[src/rtl/csm_pkg.sv]
// Package for the checked stack machine: opcodes, widths and shared command/status types.
package csm_pkg;

    localparam int STACK_DEPTH = 1024;
    localparam int ADDR_W      = $clog2(STACK_DEPTH);
    localparam int CNT_W       = $clog2(STACK_DEPTH + 1);
    localparam int VAL_W       = 31;
    localparam int MAG_W       = 30;
    localparam logic signed [62:0] VALUE_LIMIT = 63'sd1000000000;

    typedef enum logic [3:0] {
        OP_START = 4'd0,
        OP_NUM   = 4'd1,
        OP_POP   = 4'd2,
        OP_INV   = 4'd3,
        OP_DUP   = 4'd4,
        OP_SWP   = 4'd5,
        OP_ADD   = 4'd6,
        OP_SUB   = 4'd7,
        OP_MUL   = 4'd8,
        OP_DIV   = 4'd9,
        OP_MOD   = 4'd10,
        OP_END   = 4'd11
    } op_t;

    // Commands from the controller to the datapath.
    typedef struct packed {
        logic clear;        // reset count and error
        logic latch_err;    // set error flag
        logic rd_top;       // read entry count-1
        logic rd_second;    // read entry count-2
        logic cap_b;        // capture read data as b
        logic cap_a;        // capture read data as a
        logic wr_operand;   // write operand at count
        logic wr_neg;       // write -b at count-1
        logic wr_b_dup;     // write b at count
        logic wr_swap_lo;   // write b at count-2
        logic wr_swap_hi;   // write a at count-1
        logic inc;          // count += 1
        logic dec;          // count -= 1
        logic dec2;         // count -= 2
        logic compute;      // register arithmetic result
        logic div_start;    // start divider
        logic push_res;     // push arithmetic result (or error if too large)
        logic emit;         // load output register
    } cmd_t;

    // Status from the datapath to the controller.
    typedef struct packed {
        logic err;
        logic cnt_ge1;
        logic cnt_ge2;
        logic full;
        logic opnd_big;
        logic b_zero;
        logic div_done;
    } stat_t;

endpackage

[src/rtl/csm_ctrl.sv]
// Controller: sequences each instruction through stack reads, arithmetic and write-back.
module csm_ctrl (
    input  logic           aclk,
    input  logic           aresetn,
    input  logic           s_valid,
    output logic           s_ready,
    input  logic [3:0]     s_req_type,
    output logic [3:0]     op,
    input  csm_pkg::stat_t stat,
    output csm_pkg::cmd_t  cmd,
    output logic           m_valid,
    input  logic           m_ready
);
    typedef enum logic [9:0] {
        ST_IDLE  = 10'b0000000001,
        ST_RDB   = 10'b0000000010,
        ST_CAPB  = 10'b0000000100,
        ST_CAPA  = 10'b0000001000,
        ST_EXEC  = 10'b0000010000,
        ST_DIVW  = 10'b0000100000,
        ST_PUSH  = 10'b0001000000,
        ST_EMITR = 10'b0010000000,
        ST_EMIT  = 10'b0100000000,
        ST_CALC  = 10'b1000000000
    } state_t;

    state_t state_reg, state_next;
    logic [3:0] op_reg, op_next;
    logic m_valid_reg, m_valid_next;

    assign op = op_reg;
    assign s_ready = (state_reg == ST_IDLE);
    assign m_valid = m_valid_reg;

    always_comb begin
        state_next = state_reg; op_next = op_reg; cmd = '0;
        m_valid_next = m_valid_reg && !m_ready;
        case (state_reg)
            ST_IDLE: begin
                if (s_valid && s_ready) begin
                    op_next = s_req_type;
                    case (s_req_type)
                        csm_pkg::OP_START: begin
                            cmd.clear = 1'b1;
                            if (stat.opnd_big) cmd.latch_err = 1'b1;
                            else begin
                                cmd.inc = 1'b1; cmd.wr_operand = 1'b1;
                            end
                        end
                        csm_pkg::OP_END: begin
                            cmd.rd_top = 1'b1; state_next = ST_EMITR;
                        end
                        csm_pkg::OP_NUM: begin
                            if (!stat.err) begin
                                if (stat.opnd_big || stat.full) cmd.latch_err = 1'b1;
                                else begin
                                    cmd.inc = 1'b1; cmd.wr_operand = 1'b1;
                                end
                            end
                        end
                        csm_pkg::OP_POP, csm_pkg::OP_INV, csm_pkg::OP_DUP: begin
                            if (!stat.err) begin
                                if (!stat.cnt_ge1) cmd.latch_err = 1'b1;
                                else if (s_req_type == csm_pkg::OP_POP) cmd.dec = 1'b1;
                                else begin
                                    cmd.rd_top = 1'b1; state_next = ST_CAPB;
                                end
                            end
                        end
                        csm_pkg::OP_SWP, csm_pkg::OP_ADD, csm_pkg::OP_SUB,
                        csm_pkg::OP_MUL, csm_pkg::OP_DIV, csm_pkg::OP_MOD: begin
                            if (!stat.err) begin
                                if (!stat.cnt_ge2) cmd.latch_err = 1'b1;
                                else begin
                                    cmd.rd_top = 1'b1; state_next = ST_RDB;
                                end
                            end
                        end
                        default: ;
                    endcase
                end
            end
            ST_CAPB: begin
                cmd.cap_b = 1'b1; state_next = ST_EXEC;
            end
            ST_EXEC: begin
                state_next = ST_IDLE;
                if (op_reg == csm_pkg::OP_INV) cmd.wr_neg = 1'b1;
                else if (stat.full) cmd.latch_err = 1'b1;
                else begin
                    cmd.wr_b_dup = 1'b1; cmd.inc = 1'b1;
                end
            end
            ST_RDB: begin
                cmd.cap_b = 1'b1; cmd.rd_second = 1'b1; state_next = ST_CAPA;
            end
            ST_CAPA: begin
                cmd.cap_a = 1'b1; state_next = ST_CALC;
            end
            ST_CALC: begin
                case (op_reg)
                    csm_pkg::OP_SWP: begin
                        cmd.wr_swap_lo = 1'b1; state_next = ST_PUSH;
                    end
                    csm_pkg::OP_DIV, csm_pkg::OP_MOD: begin
                        if (stat.b_zero) begin
                            cmd.latch_err = 1'b1; cmd.dec2 = 1'b1; state_next = ST_IDLE;
                        end else begin
                            cmd.div_start = 1'b1; state_next = ST_DIVW;
                        end
                    end
                    default: begin
                        cmd.compute = 1'b1; cmd.dec2 = 1'b1; state_next = ST_PUSH;
                    end
                endcase
            end
            ST_DIVW: begin
                if (stat.div_done) begin
                    cmd.compute = 1'b1; cmd.dec2 = 1'b1; state_next = ST_PUSH;
                end
            end
            ST_PUSH: begin
                if (op_reg == csm_pkg::OP_SWP) cmd.wr_swap_hi = 1'b1;
                else cmd.push_res = 1'b1;
                state_next = ST_IDLE;
            end
            ST_EMITR: state_next = ST_EMIT;
            ST_EMIT: begin
                // Hold here while an earlier result word still occupies the output.
                if (!m_valid_reg || m_ready) begin
                    cmd.emit = 1'b1; m_valid_next = 1'b1; state_next = ST_IDLE;
                end
            end
            default: state_next = ST_IDLE;
        endcase
    end

    always_ff @(posedge aclk) begin
        if (!aresetn) begin
            state_reg   <= ST_IDLE;
            m_valid_reg <= 1'b0;
        end else begin
            state_reg   <= state_next;
            m_valid_reg <= m_valid_next;
        end
        op_reg <= op_next;
    end
endmodule

[config.mk]
export PLATFORM = sky130hd
export DESIGN_NAME = csm_ctrl
export DESIGN_NICKNAME = d
export VERILOG_FILES = /design/src/rtl/csm_pkg.sv /design/src/rtl/csm_ctrl.sv
export SDC_FILE = /design/constraint.sdc
export NUM_CORES = 1
export LEC_CHECK = 0
export BUFFER_PORTS_ARGS = -buffer_cell sky130_fd_sc_hd__buf_2
export CAP_MARGIN = 10
export CORE_UTILIZATION = 54
export DETAILED_ROUTE_END_ITERATION = 16
export PLACE_DENSITY = 0.84
export SYNTH_ARGS = -nofsm -noshare
export SYNTH_HDL_FRONTEND = slang
export SYNTH_SLANG_ARGS = --single-unit
[constraint.sdc]
create_clock -name aclk -period 4.4 [get_ports aclk]
set_input_delay 0.88 -clock aclk [delete_from_list [all_inputs] [get_ports aclk]]
set_output_delay 0.88 -clock aclk [all_outputs]
set_load 0.02 [all_outputs]
### Yosys cells after proc, flatten, opt, wreduce, memory -nomap -nowiden

Cells that the tools add are included.

* equality and inequality tests: 34
* mux-type cells: 69
* reduce and logical (&&, ||, !) cells: 14

Operator list (count)
* 2-to-1 mux 10 bit: 9
* one-hot mux 10 bit (8 select lines): 1
* 2-to-1 mux 1 bit: 44
* one-hot mux 10 bit (3 select lines): 1
* equality test 4 bit (second input constant): 6
* equality test 4 x 3 -> 1 bit (second input constant): 5
* inequality test 3 bit (second input constant): 5
* equality test 4 x 2 -> 1 bit (second input constant): 3
* equality test 10 x 1 -> 1 bit (second input constant): 1
* equality test 10 bit (second input constant): 1
* equality test 10 x 2 -> 1 bit (second input constant): 1
* equality test 10 x 3 -> 1 bit (second input constant): 1
* equality test 10 x 4 -> 1 bit (second input constant): 1
* equality test 10 x 5 -> 1 bit (second input constant): 1
* equality test 10 x 6 -> 1 bit (second input constant): 1
* equality test 10 x 7 -> 1 bit (second input constant): 1
* equality test 10 x 8 -> 1 bit (second input constant): 1
* equality test 10 x 9 -> 1 bit (second input constant): 1
* 2-to-1 mux 2 bit: 5
* AND reduction 9 bit: 1
* 2-to-1 mux 6 bit: 1
* one-hot mux 1 bit (2 select lines): 3
* one-hot mux 1 bit (3 select lines): 2
* OR reduction 3 bit: 2
* other kinds (14): 19

* bits in registers: 15
* input bits: 15
* output and inout port bits: 24
* word-level logic and storage cells: 120

### Logic depth before layout (Yosys ltp)

Gate-level depths: netlist of the first run.

* depth in word-level cells: 7
* mapped depth: 7
* gate-level depth less buffers: 6

### Worst setup path after synthesis of the first run

Ideal clock, no wire load.

* kind: in2out
* start: in s_req_type[3]
* end: out cmd[16] (netlist name)
* arrival time: 2.249 ns
* required time: 3.520 ns
* setup slack: 1.271 ns
* stages: 7
* buffers on the path: 1
* path through: buf_2 -> inv_1 -> a2111oi_0 -> a211oi_1 -> a2bb2oi_1 -> or3_1 -> o221ai_1

RTL lines
* from (decl): RTL line csm_ctrl.sv:7 `input logic [3:0] s_req_type,`
* to (decl): RTL line csm_ctrl.sv:10 `output csm_pkg::cmd_t cmd,`

==> results of run 1 <==
==> cells in the final DEF (no fill, tap or decap), types with 2 or more instances in the layout <==
cell type and instances:
mux2i_1 2, or3_1 3, nand2b_1 3, a21boi_0 2, buf_2 38, or3_4 2, and4b_1 2, dfxtp_1 11
nor4_1 5, nand2_1 14, nor3_1 10, nor2_1 28, xor2_1 3, edfxtp_1 4, a21oi_1 5, inv_1 9
nor2b_1 4, a211oi_1 2, nand3b_1 4, clkbuf_4 3, o21ai_0 8
==> metrics by stage <==
stage          setup WS, ns  utilization (%)  hold slack (ns)
2_1_floorplan          1.27                -            0.538
3_3_place_gp           1.11             68.5            0.538
3_5_place_dp           1.03             68.5            0.539
4_1_cts                1.02             69.9            0.554
5_1_grt               0.913             69.9            0.619
6_report               1.01             69.9            0.554
==> power breakdown <==
| part | internal, W | total [W] | switching, W |
|---|---|---|---|
| combinational | 0.0000273 | 0.0000712 | 0.0000439 |
| sequential | 0.000146 | 0.000151 | 0.00000484 |
| clock | 0.0000339 | 0.0000820 | 0.0000481 |
| total | 0.000208 | 0.000304 | 0.0000968 |
==> cell type report <==
cell class                 count  area (sq um)
clock buffer                   3          22.5
clock inverter                 1          5.00
inverter                       9          33.8
sequential                    15           340
timing repair buffer          38           190
multi-input combinational    127           801
tap                           27          33.8
fill                         187           616
==> worst max-delay path, stage by stage <==
cell and delay (ns):
buf_2 0.18, inv_1 0.11, a2111oi_0 0.40, a211oi_1 0.15
a2bb2oi_1 0.15, or3_1 0.38, o221ai_1 0.07, buf_2 0.19
==> final timing paths <==
check / slack, ns / endpoint / from / depth (start not counted)
max: 1.01 / cmd[16] / s_req_type[3] / 8
min: 0.55 / state_reg[4] / state_reg[2] / 2
max reg2reg: 2.47 / state_reg[0] / state_reg[2] / 6
min reg2reg: 0.55 / state_reg[4] / state_reg[2] / 2
==> synth_stat cells (all sizes together) (2+ instances only) <==
cell type | number | area (sq um)
nand2b | 3 | 18.8
nor2 | 28 | 105
or2 | 2 | 12.5
buf | 4 | 26.3
nor3 | 12 | 76.3
a21oi | 6 | 41.3
nor4 | 6 | 52.6
or3 | 5 | 41.3
dfxtp | 11 | 220
nand3b | 4 | 30.0
edfxtp | 4 | 120
nor4b | 2 | 23.8
nor2b | 4 | 25.0
o21ai | 8 | 40.0
nand2 | 15 | 63.8
a21boi | 2 | 15.0
clkbuf | 4 | 15.0
a211oi | 2 | 15.0
xor2 | 3 | 26.3
inv | 9 | 33.8
nand3 | 2 | 15.0
mux2i | 2 | 20.0
and4b | 2 | 20.0
==> routing by layer <==
metal | global-route usage, % | vias to the layer above | wire [um]
met4 | 11.9 | 0 | 53
met2 | 44.1 | 40 | 1420
met5 | 0 | - | 0
li1 | - | 641 | -
met3 | 4.63 | 5 | 144
met1 | 31.9 | 560 | 1240
==> cells by family (layout without fill, tap and decap cells) <==
group	Yosys count	count (layout)	synth area share, %
XOR/XNOR	4	4	2.88
AND/OR/NAND/NOR	92	92	44.5
multiplexers	2	2	1.65
AO/OA/AOI/OAI	29	29	16.8
flip-flops	15	15	28.0
buffers and inverters	17	51	6.17
==> impl_results.md, run 1 <==
* Status: completed
* Period utilisation layout at 77.0%
* Startpoint Class: input port
* Max clock buf depth at 2
* Final ANT Viol Nets at 0
* Average cell area after synthesis at 7.65 sq um
* # rows at 16
* Clk pin slew, worst setup/hold paths at 0.09 ns
* RSZ-0062 raised after global routing: false
* Dominant synthesized flop cell: dfxtp_1
* GRT Util Overall at 26.0%
* Post-Syn Instances at 159
* FFs w/ async S/R, synth at 0%
* Nature of the critical path endpoint: primary output
* Final hold violation count at 0
* Max_cap viols at 0
* Drt total wl at 2860 um
* DR vias at 1246
* Starting Density at 59.6%
* Relative max-transition margin at 65.9%
* Resized cells post-CTS at 0
* Initial DRT Pass Iterations at 4
* Maximum clock rate at 295 MHz
* Diode count at 0
* Die width at 49.5 um
* Worst EP arrival at 2.51 ns
* Yosys Warn Count at 0
* Placed insts at 216
* Cell Area, Placed at 1400 sq um
* Area Overhead vs Synth at 17.3%
* #FFs+latches synth at 15
* Die height at 49.5 um
* Final setup viols at 0
* Syn nets at 174
* Final cell count without fillers at 220
* Residual DRC count at 0
* Die area at 2450 sq um
* Fin. max-slew vios at 0
* Hold Crit Class: register to register
* Number of enable flip-flop cells after synthesis at 4
* Least-Margin Pin Slew at 0.506 ns
* DPL Wire Length at 2270 um
* Core ar. at 2040 sq um
* Clk Latency, worst-skew pair at 0.30 ns
* CTS Root Cell: clkbuf_4
* Number of global-route vias before repair at 1079
* Pwr Density at 213 nW/um^2
* First-pass GRT wire length at 4840 um
* Crit path max fanout at 10
* CTS sink cnt at 15
* Post-CTS setup buffers at 0
* Req. time, crit path at 3.52 ns
* H-tree levels at 1
* Hold buffers post-CTS at 0
* Seq/Total Area, Yosys at 28.0%
* Yosys cell types at 52
* Power consumption at 0.000304 W
* Largest net degree at the start of global routing at 15
* Crit Path Class: input port to primary output
* Fin area at 1430 sq um
* Layout cells sized above 1 at 28.0%
* CTS tree: built
* Total grt overflow at 0
* Leak at 0.621 nW
* Via/cell ratio at 5.66
* Port bufs at 38
* RD Place Congestion at 0.843
* Final worst path period need at 3.39 ns
* Worst VDD drop at 0.000179 V
* Setup Skew at 0.00283 ns
* Starting DRT DRC Count at 40
* Total negative slack at 0 ns
* DR WL/cell at 13.0 um
* Ports at 39
* Max reg flops at 10
* Post-Synthesis Cell Area at 1220 sq um
* Initial antenna violation count at 0
* Num CTS Buffers at 3
* Final net count at 209
No activity file was read; power rests on OpenSTA's default activity.
==> run 2: changes to the inputs <==
--- a/config.mk
+++ b/config.mk
@@ -7,9 +7,10 @@
 export LEC_CHECK = 0
 export BUFFER_PORTS_ARGS = -buffer_cell sky130_fd_sc_hd__buf_2
 export CAP_MARGIN = 10
-export CORE_UTILIZATION = 54
+export CORE_ASPECT_RATIO = 1.75
+export CORE_UTILIZATION = 50
 export DETAILED_ROUTE_END_ITERATION = 16
-export PLACE_DENSITY = 0.84
+export PLACE_DENSITY = 0.79
 export SYNTH_ARGS = -nofsm -noshare
 export SYNTH_HDL_FRONTEND = slang
 export SYNTH_SLANG_ARGS = --single-unit
==> constraint.sdc (replaced) <==
create_clock -name aclk -period 3.15 [get_ports aclk]
set_input_delay 0.63 -clock aclk [delete_from_list [all_inputs] [get_ports aclk]]
set_output_delay 0.63 -clock aclk [all_outputs]
set_load 0.02 [all_outputs]
==> run 2 against run 1 <==
Combinational power is 43% higher. Utilization down 6.9 points. Global-route usage rose by 0.81 points. Final area up 1.7%. Power grew 55%.
==> impl_results.md, run 2 (same netlist as run 1, synthesis figures left out) <==
* CP cell instances: buf_2 -> inv_1 -> a2111oi_1 -> a211oi_1 -> a2bb2oi_1 -> or3_1 -> o221ai_1 -> buf_2
* Die height at 67.2 um
* GRT Util Overall at 26.8%
* Nature of the critical path endpoint: primary output
* Critical path's most frequent cell: buf_2
* Setup Skew at 0.00119 ns
* Die area at 2640 sq um
* CTS Root Cell: clkbuf_8
* Final setup viols at 0
* Die width at 39.3 um
* Max_cap viols at 0
* Total grt overflow at 0
* Fin area at 1450 sq um
* Crit path max fanout at 10
* Relative max-transition margin at 68.7%
* Status: completed
* Commonest non-fill, non-tap cells in the layout: 38 x buf_2, 28 x nor2_1, 14 x nand2_1, 11 x dfxtp_1, 10 x nor3_1
* # rows at 23
* Number of global-route vias before repair at 1164
* Startpoint Class: input port
* First-pass GRT wire length at 5000 um
* Hold buffers post-CTS at 0
* Slowest cell on crit path: a2111oi_1
* Post-CTS setup buffers at 0
* Max reg flops at 10
* Least-Margin Pin Slew at 0.465 ns
* Leak at 0.632 nW
* CTS sink cnt at 15
* Drt total wl at 3100 um
* Cell Area, Placed at 1400 sq um
* DR WL/cell at 14.2 um
* Commonest non-fill, non-tap cell in the layout: buf_2
* Via/cell ratio at 5.79
* Maximum clock rate at 347 MHz
* Final ANT Viol Nets at 0
* Clk pin slew, worst setup/hold paths at 0.06 ns
* RD Place Congestion at 0.747
* Area Overhead vs Synth at 19.2%
* RSZ-0062 raised after global routing: false
* Pwr Density at 324 nW/um^2
* Starting Density at 52.8%
* Initial antenna violation count at 0
* Layout cells sized above 1 at 27.8%
* DR vias at 1269
* H-tree levels at 1
* Largest net degree at the start of global routing at 15
* Ports at 39
* Core ar. at 2300 sq um
* Num CTS Buffers at 3
* Port bufs at 38
* DPL Wire Length at 2530 um
* Crit Path Class: input port to primary output
* Starting DRT DRC Count at 48
* PnR worst setup slack at 0.266 ns
* Resized cells post-CTS at 0
* Clk Latency, worst-skew pair at 0.25 ns
* Max incr delay on CP at 0.37 ns
* Hold Crit Class: register to register
* Worst EP arrival at 2.25 ns
* DP Worst Slack at 0.235 ns
* Max clock buf depth at 2
* Residual DRC count at 0
* Initial DRT Pass Iterations at 4
* Diode count at 0
* Final net count at 210
* Final worst path period need at 2.88 ns
* Final hold violation count at 0
* Period utilisation layout at 91.6%
* CTS tree: built
* Total negative slack at 0 ns
* Fin. max-slew vios at 0
* Worst VDD drop at 0.000341 V
* Req. time, crit path at 2.52 ns
* Fillers at 232
run 2: routing by layer:
layer / part of all wire [%] / track usage, % / routed length [um] / vias to the layer above
met2: 61 / 52.9 / 1880 / 28
met5: 0 / 0 / 0 / -
met1: 36 / 25.9 / 1100 / 593
met4: 1.4 / 12.1 / 44 / 0
met3: 2.2 / 1.97 / 69 / 4
li1: - / - / - / 644
run 2: area by class of cell:
type / instances / area [sq um] / share of cell area (%)
multi-input combinational: 127 / 802 / 55.3
sequential: 15 / 340 / 23.5
timing repair buffer: 39 / 198 / 13.6
clock buffer: 4 / 45.0 / 3.11
inverter: 9 / 33.8 / 2.33
tap: 25 / 31.3 / 2.16
run 2: worst paths after layout:
path / startpoint / cells after the start / slack, ns / endpoint
max: s_req_type[3] / 8 / 0.27 / cmd[16]
min: state_reg[2] / 2 / 0.56 / state_reg[4]
max reg2reg: state_reg[7] / 6 / 1.29 / state_reg[4]
min reg2reg: state_reg[2] / 2 / 0.56 / state_reg[4]
run 2: report_power, final:
group	switching [W]	leakage (nW)	internal (W)	total (W)
Clock	0.0000671	0.0228	0.0000896	0.000157
Sequential	0.00000668	0.128	0.000205	0.000211
Combinational	0.0000640	0.481	0.0000383	0.000102
run 2: metrics by stage:
step | hold slack, ns | cells | utilization (%) | total power, W
floorplan | 0.538 | 159 | - | 0.000283
global placement | 0.533 | 215 | 61.0 | 0.000313
detailed placement | 0.545 | 215 | 61.0 | 0.000317
CTS | 0.557 | 219 | 62.9 | 0.000473
global route | 0.589 | 219 | 63.0 | 0.000491
finish | 0.560 | 219 | 63.0 | 0.000470
run 2: critical path, delay by kind of cell:
kind            cells  cell delay [ns]
buf+inv             3             0.51
simple gates        1             0.37
compound gates      4             0.73
==> run 3: changes to the inputs <==
--- a/config.mk
+++ b/config.mk
@@ -11,6 +11,7 @@
 export CORE_UTILIZATION = 50
 export DETAILED_ROUTE_END_ITERATION = 16
 export PLACE_DENSITY = 0.79
+export RECOVER_POWER = 25
 export SYNTH_ARGS = -nofsm -noshare
 export SYNTH_HDL_FRONTEND = slang
 export SYNTH_SLANG_ARGS = --single-unit
==> run 3 against run 2 <==
Sequential share of layout area increased by 0.10 points. Worst setup slack got worse by 0.0024 ns. Final area fell by 0.43%. Power decreased by 0.35%. Critical endpoint unchanged. Register-to-register slack about the same. Die area is the same. Cell count unchanged. Sequential power is essentially flat. Count of clock-buffer cells in the layout unchanged.
==> impl_results.md, run 3 (same netlist as run 1, synthesis figures left out) <==
* Status: completed
* Ports at 39
* Residual DRC count at 0
* Layout cells sized above 1 at 25.3%
* PnR worst setup slack at 0.264 ns
* Startpoint Class: input port
* Drt total wl at 3120 um
* Via/cell ratio at 5.81
* Clk pin slew, worst setup/hold paths at 0.06 ns
* H-tree levels at 1
* Initial DRT Pass Iterations at 4
* CP cell instances: buf_2 -> inv_1 -> a2111oi_1 -> a211oi_1 -> a2bb2oi_1 -> or3_1 -> o221ai_1 -> buf_2
* Final hold violation count at 0
* Worst r2r path cells at 6
* Critical path's most frequent cell: buf_2
* First-pass GRT wire length at 5000 um
* Starting DRT DRC Count at 44
* CTS Root Cell: clkbuf_8
* CTS tree: built
* Pwr Density at 325 nW/um^2
* Total grt overflow at 0
* Port bufs at 38
* Period utilisation layout at 91.6%
* Maximum clock rate at 346 MHz
* Number of global-route vias before repair at 1164
* GRT Util Overall at 26.8%
* Crit Path Class: input port to primary output
* Commonest non-fill, non-tap cells in the layout: 33 x buf_2, 28 x nor2_1, 14 x nand2_1, 11 x dfxtp_1, 10 x nor3_1
* # rows at 23
* Max clock buf depth at 2
* RD Place Congestion at 0.747
* Max reg flops at 10
* Total negative slack at 0 ns
* DR WL/cell at 14.3 um
* Hold Path Sink: state_reg[4]
* Crit path max fanout at 10
* Fin area at 1440 sq um
* Core ar. at 2300 sq um
* Slowest cell on crit path: a2111oi_1
* Initial antenna violation count at 0
* Fillers at 235
* Hold path depth at 2
* Die width at 39.3 um
* Setup Skew at 0.00181 ns
* Worst EP arrival at 2.26 ns
* Final worst path period need at 2.89 ns
* Fin util at 62.7%
* Worst r2r src: state_reg[7]
* Diode count at 0
* Largest net degree at the start of global routing at 15
* Nature of the critical path endpoint: primary output
* Post-CTS setup buffers at 0
* Hold Crit Start: state_reg[2]
* R2R Setup Slk at 1.29 ns
* Area Overhead vs Synth at 18.7%
* RSZ-0062 raised after global routing: false
* Starting Density at 52.8%
* Hold Crit Class: register to register
* Final ANT Viol Nets at 0
* Worst VDD drop at 0.000341 V
* Die height at 67.2 um
* Fin. max-slew vios at 0
* Clk Latency, worst-skew pair at 0.25 ns
* Relative max-transition margin at 68.7%
* Max incr delay on CP at 0.38 ns
* DPL Wire Length at 2530 um
* Area of the multi-input gates at 802 sq um
* CTS sink cnt at 15
* Worst r2r dst: state_reg[4]
* Reg area at 340 sq um
* Die area at 2640 sq um
* Cell Area, Placed at 1400 sq um
* DP Worst Slack at 0.235 ns
* Max_cap viols at 0
* DR vias at 1273
* WHS at 0.561 ns
* Final setup viols at 0
* Leak at 0.616 nW
* Num CTS Buffers at 3
* Commonest non-fill, non-tap cell in the layout: buf_2
* Final net count at 210
* Req. time, crit path at 2.52 ns
* Least-Margin Pin Slew at 0.465 ns
run 3: changes by cell type in the layout (fill, tap and decap cells not counted), sizes merged:
cell    previous run  this run
buf               39        34
clkbuf             4         9
run 3: critical path, delay by kind of cell:
kind / cells / cell delay (ns)
compound gates: 4 / 0.74
buf+inv: 3 / 0.51
simple gates: 1 / 0.37
run 3: per-layer routing:
layer	vias to the layer above	GRT usage (%)	wire length (um)
li1	643	-	-
met1	596	25.9	1120
met2	30	52.9	1880
met3	4	1.97	71
met4	0	12.1	44
met5	-	0	0
run 3: through the flow:
step	total power, W	instances
detailed placement	0.000317	215
global placement	0.000313	215
finish	0.000469	219
CTS	0.000473	219
floorplan	0.000283	159
global route	0.000490	219
run 3: worst max-delay path by stage:
stage | from | endpoint | slack (ns) | cells after the start
6_report | s_req_type[3] | cmd[16] | 0.26 | 8
5_1_grt | s_req_type[3] | cmd[16] | 0.08 | 8
4_1_cts | s_req_type[3] | cmd[16] | 0.23 | 8
3_5_place_dp | s_req_type[3] | cmd[16] | 0.24 | 8
3_3_place_gp | s_req_type[3] | cmd[16] | 0.35 | 8
2_1_floorplan | state_reg[2] | cmd[6] | 0.28 | 6
run 3: final cells by class:
| type | instances | share of cell area (%) |
|---|---|---|
| multi-input cells | 127 | 55.5 |
| flip-flops and latches | 15 | 23.6 |
| repair buffers | 39 | 13.3 |
| clock buffers | 4 | 3.12 |
| inverters | 9 | 2.34 |
| well taps | 25 | 2.17 |
run 3: what timing repair did:
| item | in CTS | in global routing |
|---|---|---|
| gates resized for setup | 0 | 1 |
| hold buffers | 0 | 0 |
| endpoints found under the setup margin | 0 | 1 |
run 3: where the power goes:
group          switching, W  internal (W)  leakage (nW)
clock             0.0000662     0.0000895        0.0228
sequential       0.00000686      0.000205         0.128
combinational     0.0000642     0.0000373         0.466
